--- src/sv/tope_pkg.sv ---
// Package for the tree object entry parser.
// Holds field tags, status codes, the payload structs and the default parameter values.
// No dependencies.
package tope_pkg;

  localparam int unsigned MAX_ENTRIES_DEF = 128;
  localparam int unsigned HASH_BYTES_DEF  = 32;
  localparam int unsigned NAME_CAP_DEF    = 256;
  localparam int unsigned MODE_CAP_DEF    = 16;

  localparam logic [7:0] CHAR_SPACE = 8'h20;
  localparam logic [7:0] CHAR_NUL   = 8'h00;

  typedef enum logic [2:0] {
    FK_MODE    = 3'd0,
    FK_SPACE   = 3'd1,
    FK_NAME    = 3'd2,
    FK_TERM    = 3'd3,
    FK_HASH    = 3'd4,
    FK_IGNORED = 3'd5
  } field_kind_t;

  typedef enum logic [1:0] {
    ST_OK        = 2'd0,
    ST_MODE_LONG = 2'd1,
    ST_NAME_LONG = 2'd2,
    ST_TRUNC     = 2'd3
  } parse_status_t;

  typedef struct packed {
    logic [7:0] data_byte;
    logic       is_last;
  } tope_in_t;

  typedef struct packed {
    field_kind_t   field_kind;
    logic [7:0]    byte_out;
    logic [7:0]    entry_index;
    logic [7:0]    field_position;
    logic [31:0]   entry_mode;
    logic          entry_done;
    logic          object_end;
    parse_status_t parse_status;
    logic [7:0]    entry_total;
  } tope_out_t;

endpackage

--- src/sv/tope_if.sv ---
// Valid/ready channel interfaces for the tree object entry parser.
// Depends on tope_pkg for the payload structs.
interface tope_in_if;
  logic              valid;
  logic              ready;
  tope_pkg::tope_in_t data;

  modport source (output valid, output data, input ready);
  modport sink (input valid, input data, output ready);
endinterface

interface tope_out_if;
  logic               valid;
  logic               ready;
  tope_pkg::tope_out_t data;

  modport source (output valid, output data, input ready);
  modport sink (input valid, input data, output ready);
endinterface

--- src/sv/tree_object_entry_parser_unit.sv ---
// Tree object entry parser: tags each byte of a tree object by field.
// Depends on tope_pkg and the channel interfaces in tope_if.sv.
//
// The input channel in_if carries one object byte per transaction together with
// a flag that marks the final byte. Each entry is an octal ASCII mode, a space,
// a name, a zero byte and HASH_BYTES raw hash bytes. The result channel out_if
// carries exactly one transaction per input byte: the field tag, the byte, the
// entry index, the offset within the field, the mode parsed so far, an
// entry-complete flag, the end-of-object flag, the sticky status and the count
// of complete entries.
// The result is registered and appears in the cycle after its input transaction
// is accepted, and one byte is taken every cycle while the receiver is not
// stalling. A new byte is accepted whenever the result register is empty or
// is being emptied in the same cycle, so a stalled receiver stalls the input
// after one held result. After reset the block waits at the start of an entry
// with no status and no entries counted; the result for the final byte returns
// it to that same state.
module tree_object_entry_parser_unit #(
  parameter int unsigned MAX_ENTRIES = tope_pkg::MAX_ENTRIES_DEF,
  parameter int unsigned HASH_BYTES  = tope_pkg::HASH_BYTES_DEF,
  parameter int unsigned NAME_CAP    = tope_pkg::NAME_CAP_DEF,
  parameter int unsigned MODE_CAP    = tope_pkg::MODE_CAP_DEF
) (
  input  logic       clk,
  input  logic       rst_n,
  tope_in_if.sink    in_if,
  tope_out_if.source out_if
);
  import tope_pkg::*;

  localparam logic [8:0] MODE_LIM  = 9'(MODE_CAP - 1);
  localparam logic [8:0] NAME_LIM  = 9'(NAME_CAP - 1);
  localparam logic [8:0] HASH_LIM  = 9'(HASH_BYTES - 1);
  localparam logic [7:0] ENTRY_LIM = 8'(MAX_ENTRIES);

  typedef enum logic [1:0] {
    PH_MODE,
    PH_NAME,
    PH_HASH,
    PH_IGNORE
  } phase_t;

  phase_t        phase_r, phase_nxt;
  logic [31:0]   accum_r, accum_nxt;
  logic          stopped_r, stopped_nxt;
  logic [7:0]    fcount_r, fcount_nxt;
  logic [7:0]    entries_r, entries_nxt;
  parse_status_t err_r, err_nxt;
  logic          out_valid_r;
  tope_out_t     out_r, res_nxt;
  logic          in_fire;
  logic [7:0]    b;
  logic          is_octal;

  assign in_if.ready  = !out_valid_r || out_if.ready;
  assign in_fire      = in_if.valid && in_if.ready;
  assign out_if.valid = out_valid_r;
  assign out_if.data  = out_r;
  assign b            = in_if.data.data_byte;
  assign is_octal     = (b[7:3] == 5'b00110);

  always_comb begin
    phase_nxt   = phase_r;
    accum_nxt   = accum_r;
    stopped_nxt = stopped_r;
    fcount_nxt  = fcount_r;
    entries_nxt = entries_r;
    err_nxt     = err_r;

    res_nxt.field_kind     = FK_IGNORED;
    res_nxt.byte_out       = b;
    res_nxt.entry_index    = entries_r;
    res_nxt.field_position = 8'd0;
    res_nxt.entry_mode     = 32'd0;
    res_nxt.entry_done     = 1'b0;
    res_nxt.object_end     = in_if.data.is_last;

    unique case (phase_r)
      PH_MODE: begin
        if (b == CHAR_SPACE) begin
          res_nxt.field_kind = FK_SPACE;
          res_nxt.entry_mode = accum_r;
          phase_nxt          = PH_NAME;
          fcount_nxt         = 8'd0;
        end else if ({1'b0, fcount_r} >= MODE_LIM) begin
          if (err_r == ST_OK) begin
            err_nxt = ST_MODE_LONG;
          end
          phase_nxt = PH_IGNORE;
        end else begin
          if (!stopped_r && is_octal) begin
            accum_nxt = {accum_r[28:0], b[2:0]};
          end else begin
            stopped_nxt = 1'b1;
          end
          res_nxt.field_kind     = FK_MODE;
          res_nxt.field_position = fcount_r;
          res_nxt.entry_mode     = accum_nxt;
          fcount_nxt             = fcount_r + 8'd1;
        end
      end
      PH_NAME: begin
        if (b == CHAR_NUL) begin
          res_nxt.field_kind     = FK_TERM;
          res_nxt.field_position = fcount_r;
          res_nxt.entry_mode     = accum_r;
          phase_nxt              = PH_HASH;
          fcount_nxt             = 8'd0;
        end else if ({1'b0, fcount_r} >= NAME_LIM) begin
          if (err_r == ST_OK) begin
            err_nxt = ST_NAME_LONG;
          end
          phase_nxt = PH_IGNORE;
        end else begin
          res_nxt.field_kind     = FK_NAME;
          res_nxt.field_position = fcount_r;
          res_nxt.entry_mode     = accum_r;
          fcount_nxt             = fcount_r + 8'd1;
        end
      end
      PH_HASH: begin
        res_nxt.field_kind     = FK_HASH;
        res_nxt.field_position = fcount_r;
        res_nxt.entry_mode     = accum_r;
        fcount_nxt             = fcount_r + 8'd1;
        if ({1'b0, fcount_r} >= HASH_LIM) begin
          res_nxt.entry_done = 1'b1;
          entries_nxt        = entries_r + 8'd1;
          accum_nxt          = 32'd0;
          stopped_nxt        = 1'b0;
          fcount_nxt         = 8'd0;
          phase_nxt          = (entries_nxt >= ENTRY_LIM) ? PH_IGNORE : PH_MODE;
        end
      end
      PH_IGNORE: begin
      end
      default: begin
      end
    endcase

    if (in_if.data.is_last && err_nxt == ST_OK && phase_nxt != PH_IGNORE &&
        !(phase_nxt == PH_MODE && fcount_nxt == 8'd0)) begin
      err_nxt = ST_TRUNC;
    end

    res_nxt.parse_status = err_nxt;
    res_nxt.entry_total  = entries_nxt;

    if (in_if.data.is_last) begin
      phase_nxt   = PH_MODE;
      accum_nxt   = 32'd0;
      stopped_nxt = 1'b0;
      fcount_nxt  = 8'd0;
      entries_nxt = 8'd0;
      err_nxt     = ST_OK;
    end
  end

  always_ff @(posedge clk) begin
    if (!rst_n) begin
      phase_r     <= PH_MODE;
      accum_r     <= 32'd0;
      stopped_r   <= 1'b0;
      fcount_r    <= 8'd0;
      entries_r   <= 8'd0;
      err_r       <= ST_OK;
      out_valid_r <= 1'b0;
    end else begin
      if (in_fire) begin
        phase_r   <= phase_nxt;
        accum_r   <= accum_nxt;
        stopped_r <= stopped_nxt;
        fcount_r  <= fcount_nxt;
        entries_r <= entries_nxt;
        err_r     <= err_nxt;
        out_r     <= res_nxt;
      end
      if (in_fire) begin
        out_valid_r <= 1'b1;
      end else if (out_if.ready) begin
        out_valid_r <= 1'b0;
      end
    end
  end

endmodule

--- src/flat_wrapper.sv ---
// flat-port wrapper written by rule: the top's interface ports become plain ports
module tree_object_entry_parser_unit_flat import tope_pkg::*;
#(
  parameter int unsigned MAX_ENTRIES = tope_pkg::MAX_ENTRIES_DEF,
  parameter int unsigned HASH_BYTES  = tope_pkg::HASH_BYTES_DEF,
  parameter int unsigned NAME_CAP    = tope_pkg::NAME_CAP_DEF,
  parameter int unsigned MODE_CAP    = tope_pkg::MODE_CAP_DEF
)
  (clk, rst_n, in_if_valid, in_if_data, in_if_ready, out_if_valid, out_if_data, out_if_ready);
  tope_in_if in_if_i ();
  tope_out_if out_if_i ();
  input  logic clk;
  input  logic rst_n;
  input wire logic [$bits(in_if_i.valid)-1:0] in_if_valid;
  input wire logic [$bits(in_if_i.data)-1:0] in_if_data;
  output wire logic [$bits(in_if_i.ready)-1:0] in_if_ready;
  output wire logic [$bits(out_if_i.valid)-1:0] out_if_valid;
  output wire logic [$bits(out_if_i.data)-1:0] out_if_data;
  input wire logic [$bits(out_if_i.ready)-1:0] out_if_ready;
  assign in_if_i.valid = in_if_valid;
  assign in_if_i.data = in_if_data;
  assign in_if_ready = in_if_i.ready;
  assign out_if_valid = out_if_i.valid;
  assign out_if_data = out_if_i.data;
  assign out_if_i.ready = out_if_ready;
  tree_object_entry_parser_unit #(.MAX_ENTRIES(MAX_ENTRIES), .HASH_BYTES(HASH_BYTES), .NAME_CAP(NAME_CAP), .MODE_CAP(MODE_CAP)) u_core (.clk(clk), .rst_n(rst_n), .in_if(in_if_i), .out_if(out_if_i));
endmodule
--- config.mk ---
export PLATFORM = sky130hd
export DESIGN_NAME = tree_object_entry_parser_unit_flat
export DESIGN_NICKNAME = d
export VERILOG_FILES = /design/src/sv/tope_pkg.sv /design/src/sv/tope_if.sv /design/src/sv/tree_object_entry_parser_unit.sv /design/src/flat_wrapper.sv
export SDC_FILE = /design/constraint.sdc
export NUM_CORES = 1
export LEC_CHECK = 0
export BUFFER_PORTS_ARGS = -buffer_cell sky130_fd_sc_hd__buf_4
export CAP_MARGIN = 30
export CORE_UTILIZATION = 56
export DETAILED_ROUTE_END_ITERATION = 8
export PLACE_DENSITY_LB_ADDON = 0.08
export SETUP_SLACK_MARGIN = 0.4
export SYNTH_ARGS = -nofsm -noshare
export SYNTH_HDL_FRONTEND = slang
export SYNTH_SLANG_ARGS = --single-unit
export TNS_END_PERCENT = 20
--- constraint.sdc ---
create_clock -name clk -period 3.27 [get_ports clk]
set_input_delay 0.327 -clock clk [delete_from_list [all_inputs] [get_ports clk]]
set_output_delay 0.327 -clock clk [all_outputs]
set_load 0.1 [all_outputs]
==> metrics.txt <==
Max-Cap Viols 0; DP Wirelength 7.873 mm; Synth Register Bits 125; Post-Synthesis Cells 458; input/output buffers 85; Slew Limit Fails 0; FFs w/ async S/R, synth 0%; initial antenna violation count 0; peak supply drop 0.3816 mV; CP Max Fanout 7; number of vias per cell 5.939; Initial Util 58.33%; status completed; share of cells above drive strength 1 25.18%; syn_area_per_cell 11.82 µm²; Setup Viol. Count Final 0; Final period util 84.45%; DRC violations left 0; CTS tree done; # IOs 86; Cell Rows 35; H-tree depth 4; grt ovf 0; WL/cell 17.60 µm; diodes inserted 0; prevailing post-synth register cell edfxtp_1; switching part of the total 27.32%; Die Y 100.3 µm; total CTS buffers 17; Pre-antenna DRT Iters 5; Mapped Area 5415 µm²; Core Util, Final 72.80%; TNS Setup 0 ns; Setup Buffers After CTS 0; worst path arrival time 3.00 ns; Logic pwr share 10.7%; setup slack, reg-to-reg 0.57 ns; P_leak 2.464 nW; Pwr Density 584.1 nW/µm²; shortest period the worst path allows 2.761 ns; Area Overhead vs Synth 24.82%; fin nets 560; vias in the first global route 3,836; Clock Latency Late Sink 0.52 ns; Num Clock Sinks 125; WL final 12.05 mm; P_int 2.869 mW; f_max 362.1 MHz; RSZ-0062 raised after global routing false; Slew @ Worst Pin 0.7399 ns; R2R depth 8; Critical Path Start in_if_data[8]; Startpoint Class input port; part of the Yosys area used for sequential elements 59.33%; Worst R2R Start u_core.fcount_r[0]; Critical path destination u_core.out_if.data[8]; headroom to the max-slew limit 50.27%; CTS clk-pin slew, worst paths 0.06 ns; Final Hold Vio Count 0; Die Wd 100.3 µm; Die Area 10,070 µm²; Layout Skew 0.01102 ns; Hold Path Class in2reg; global-route wire length before repair 19.56 mm; Seq pwr share 43.3%; drt initial violations 210; Core ar. 9284 µm²; crit path kind in2reg; root buffer cell clkbuf_8; Longest Clk Path Bufs 2; synth unique cells 54; Synth Warn # 0; capture point of the worst reg-to-reg path u_core.out_if.data[8]; worst endpoint required time 3.51 ns; Mapped Nets 475; sw power 1.078 mW; Post-synth EDFFs 71; post-route ant nets 0; Setup crit end kind register; routability cong. 0.8982; Vias 4,068; total track usage 25.57%; clock share of power 46.0%; largest net degree at the start of global routing 55
==> metrics by stage <==
stage | hold WS, ns | total power, mW | area, µm² | setup slack, ns | instances
after floorplan | 0.4259 | 2.066 | 5419 | 0.5029 | 458
after global placement | 0.5151 | 2.160 | 6152 | 0.3295 | 652
after detailed placement | 0.5232 | 2.163 | 6152 | 0.4301 | 652
after CTS | 0.00001282 | 3.973 | 6734 | 0.4243 | 684
after global routing | 0.003066 | 4.061 | 6759 | 0.4195 | 685
final | 0.02354 | 3.948 | 6759 | 0.5086 | 685
==> Yosys cell counts, drive strengths merged, types with 2 or more instances <==
cell	instances	share of area (%)
a21boi	3	0.42
a21o	3	0.42
a21oi	19	1.8
a221o	2	0.37
a221oi	2	0.32
a22o	32	5.2
a22oi	44	6.1
a32oi	3	0.49
and2	7	0.81
and3	4	0.46
and4	2	0.32
buf	8	1.3
clkbuf	20	1.4
dfxtp	54	20
edfxtp	71	39
ha	4	0.92
inv	6	0.42
mux2i	2	0.37
nand2	24	1.7
nand2b	4	0.46
nand3	4	0.37
nand3b	2	0.28
nand4	6	0.69
nor2	19	1.3
nor2b	51	5.9
nor3	15	1.4
nor4	3	0.46
o211a	2	0.37
o211ai	4	0.55
o21ai	12	1.1
o21bai	2	0.28
o22ai	2	0.49
or3	2	0.32
xnor2	6	0.97
xor2	2	0.32
==> timing repair <==
item | CTS | global route
gates resized for setup | 0 | 4
hold buffers | 0 | 1
hold endpoints to repair | 0 | 1
endpoints found under the setup margin | 0 | 34
==> how the worst min path moves through the flow <==
stage	start	to	slack, ns	cells past startpoint
2_1_floorplan	in_if_data[0]	u_core.out_if.data[10]	0.43	0
3_3_place_gp	u_core.accum_r[30]	u_core.accum_r[30]	0.52	2
3_5_place_dp	u_core.entries_r[6]	u_core.out_if.data[58]	0.52	0
4_1_cts	in_if_data[8]	u_core.out_if.data[67]	0.00001	1
5_1_grt	in_if_data[7]	u_core.out_if.data[66]	0.003	1
6_report	in_if_data[7]	u_core.out_if.data[66]	0.02	1
==> power groups by stage <==
| stage | clock network (mW) | logic [mW] | registers (mW) |
|---|---|---|---|
| 2_1_floorplan | 0 | 0.0776 | 1.99 |
| 3_3_place_gp | 0 | 0.419 | 1.74 |
| 3_5_place_dp | 0 | 0.422 | 1.74 |
| 4_1_cts | 1.84 | 0.422 | 1.71 |
| 5_1_grt | 1.91 | 0.436 | 1.71 |
| 6_report | 1.82 | 0.422 | 1.71 |
==> placed cells by master (no fill, tap or decap), types with 2 or more instances in the layout <==
master	n
a22oi_1	44
clkinvlp_4	2
clkbuf_16	17
and2_1	7
inv_1	5
xnor2_1	6
a21oi_1	19
ha_1	4
a22o_1	32
nand2_1	24
a221oi_1	2
o211a_1	2
o211ai_1	4
nand3_1	4
nor2_1	18
buf_4	91
nor2b_1	51
nor3_1	14
dfxtp_1	54
and3_1	3
o21ai_0	11
clkinv_4	3
clkbuf_8	2
nor4_1	2
or3_4	2
and4_1	2
nand4_1	6
xor2_1	2
a21boi_0	3
mux2i_1	2
a221o_1	2
a32oi_1	3
edfxtp_1	71
nand3b_1	2
inv_6	3
inv_8	2
a21o_1	3
nand2b_1	3
==> metal layers <==
| metal | GRT usage, % | part of all wire, % | vias up |
|---|---|---|---|
| li1 | - | - | 1920 |
| met4 | 8.919 | 1.5 | 0 |
| met5 | 0 | 0 | - |
| met2 | 39.52 | 48 | 142 |
| met3 | 7.173 | 5.4 | 16 |
| met1 | 34.71 | 46 | 1990 |
==> state kept, by name, indices dropped and copies added (netlist names) <==
signal	cells
u_core.accum_r	32
u_core.entries_r	8
u_core.phase_r	2
u_core.out_if.data	71
u_core.err_r	2
u_core.stopped_r	1
u_core.out_if.valid	1
u_core.fcount_r	8
==> critical path, stage by stage <==
cell and delay, ns:
dlygate4sd3_1 0.54, buf_4 0.15, nor4_1 0.57, a21oi_1 0.34
a221oi_1 0.49, o22ai_1 0.19, nor2b_1 0.24, a32oi_1 0.16
==> layout make-up <==
cell class	instances	area, µm²
clock inverter	12	125.1
clock buffer	20	456.7
inverter	7	38.79
tap	129	161.4
multi-input combinational	298	2039
fill	669	2525
sequential	125	3213
timing repair buffer	94	724.4
==> cell families (layout without fill, tap and decap cells) <==
kind of cell / after synthesis / count (layout) / synth area share, %
buffers and inverters: 35 / 133 / 3.443
multiplexers: 2 / 2 / 0.3697
AND/OR/NAND/NOR: 147 / 147 / 15.04
adder cells (fa/ha/maj): 4 / 4 / 0.9243
AO/OA/AOI/OAI: 137 / 137 / 19.59
XOR/XNOR: 8 / 8 / 1.294
flip-flops: 125 / 125 / 59.33
Power figures use the tool's default switching activity.
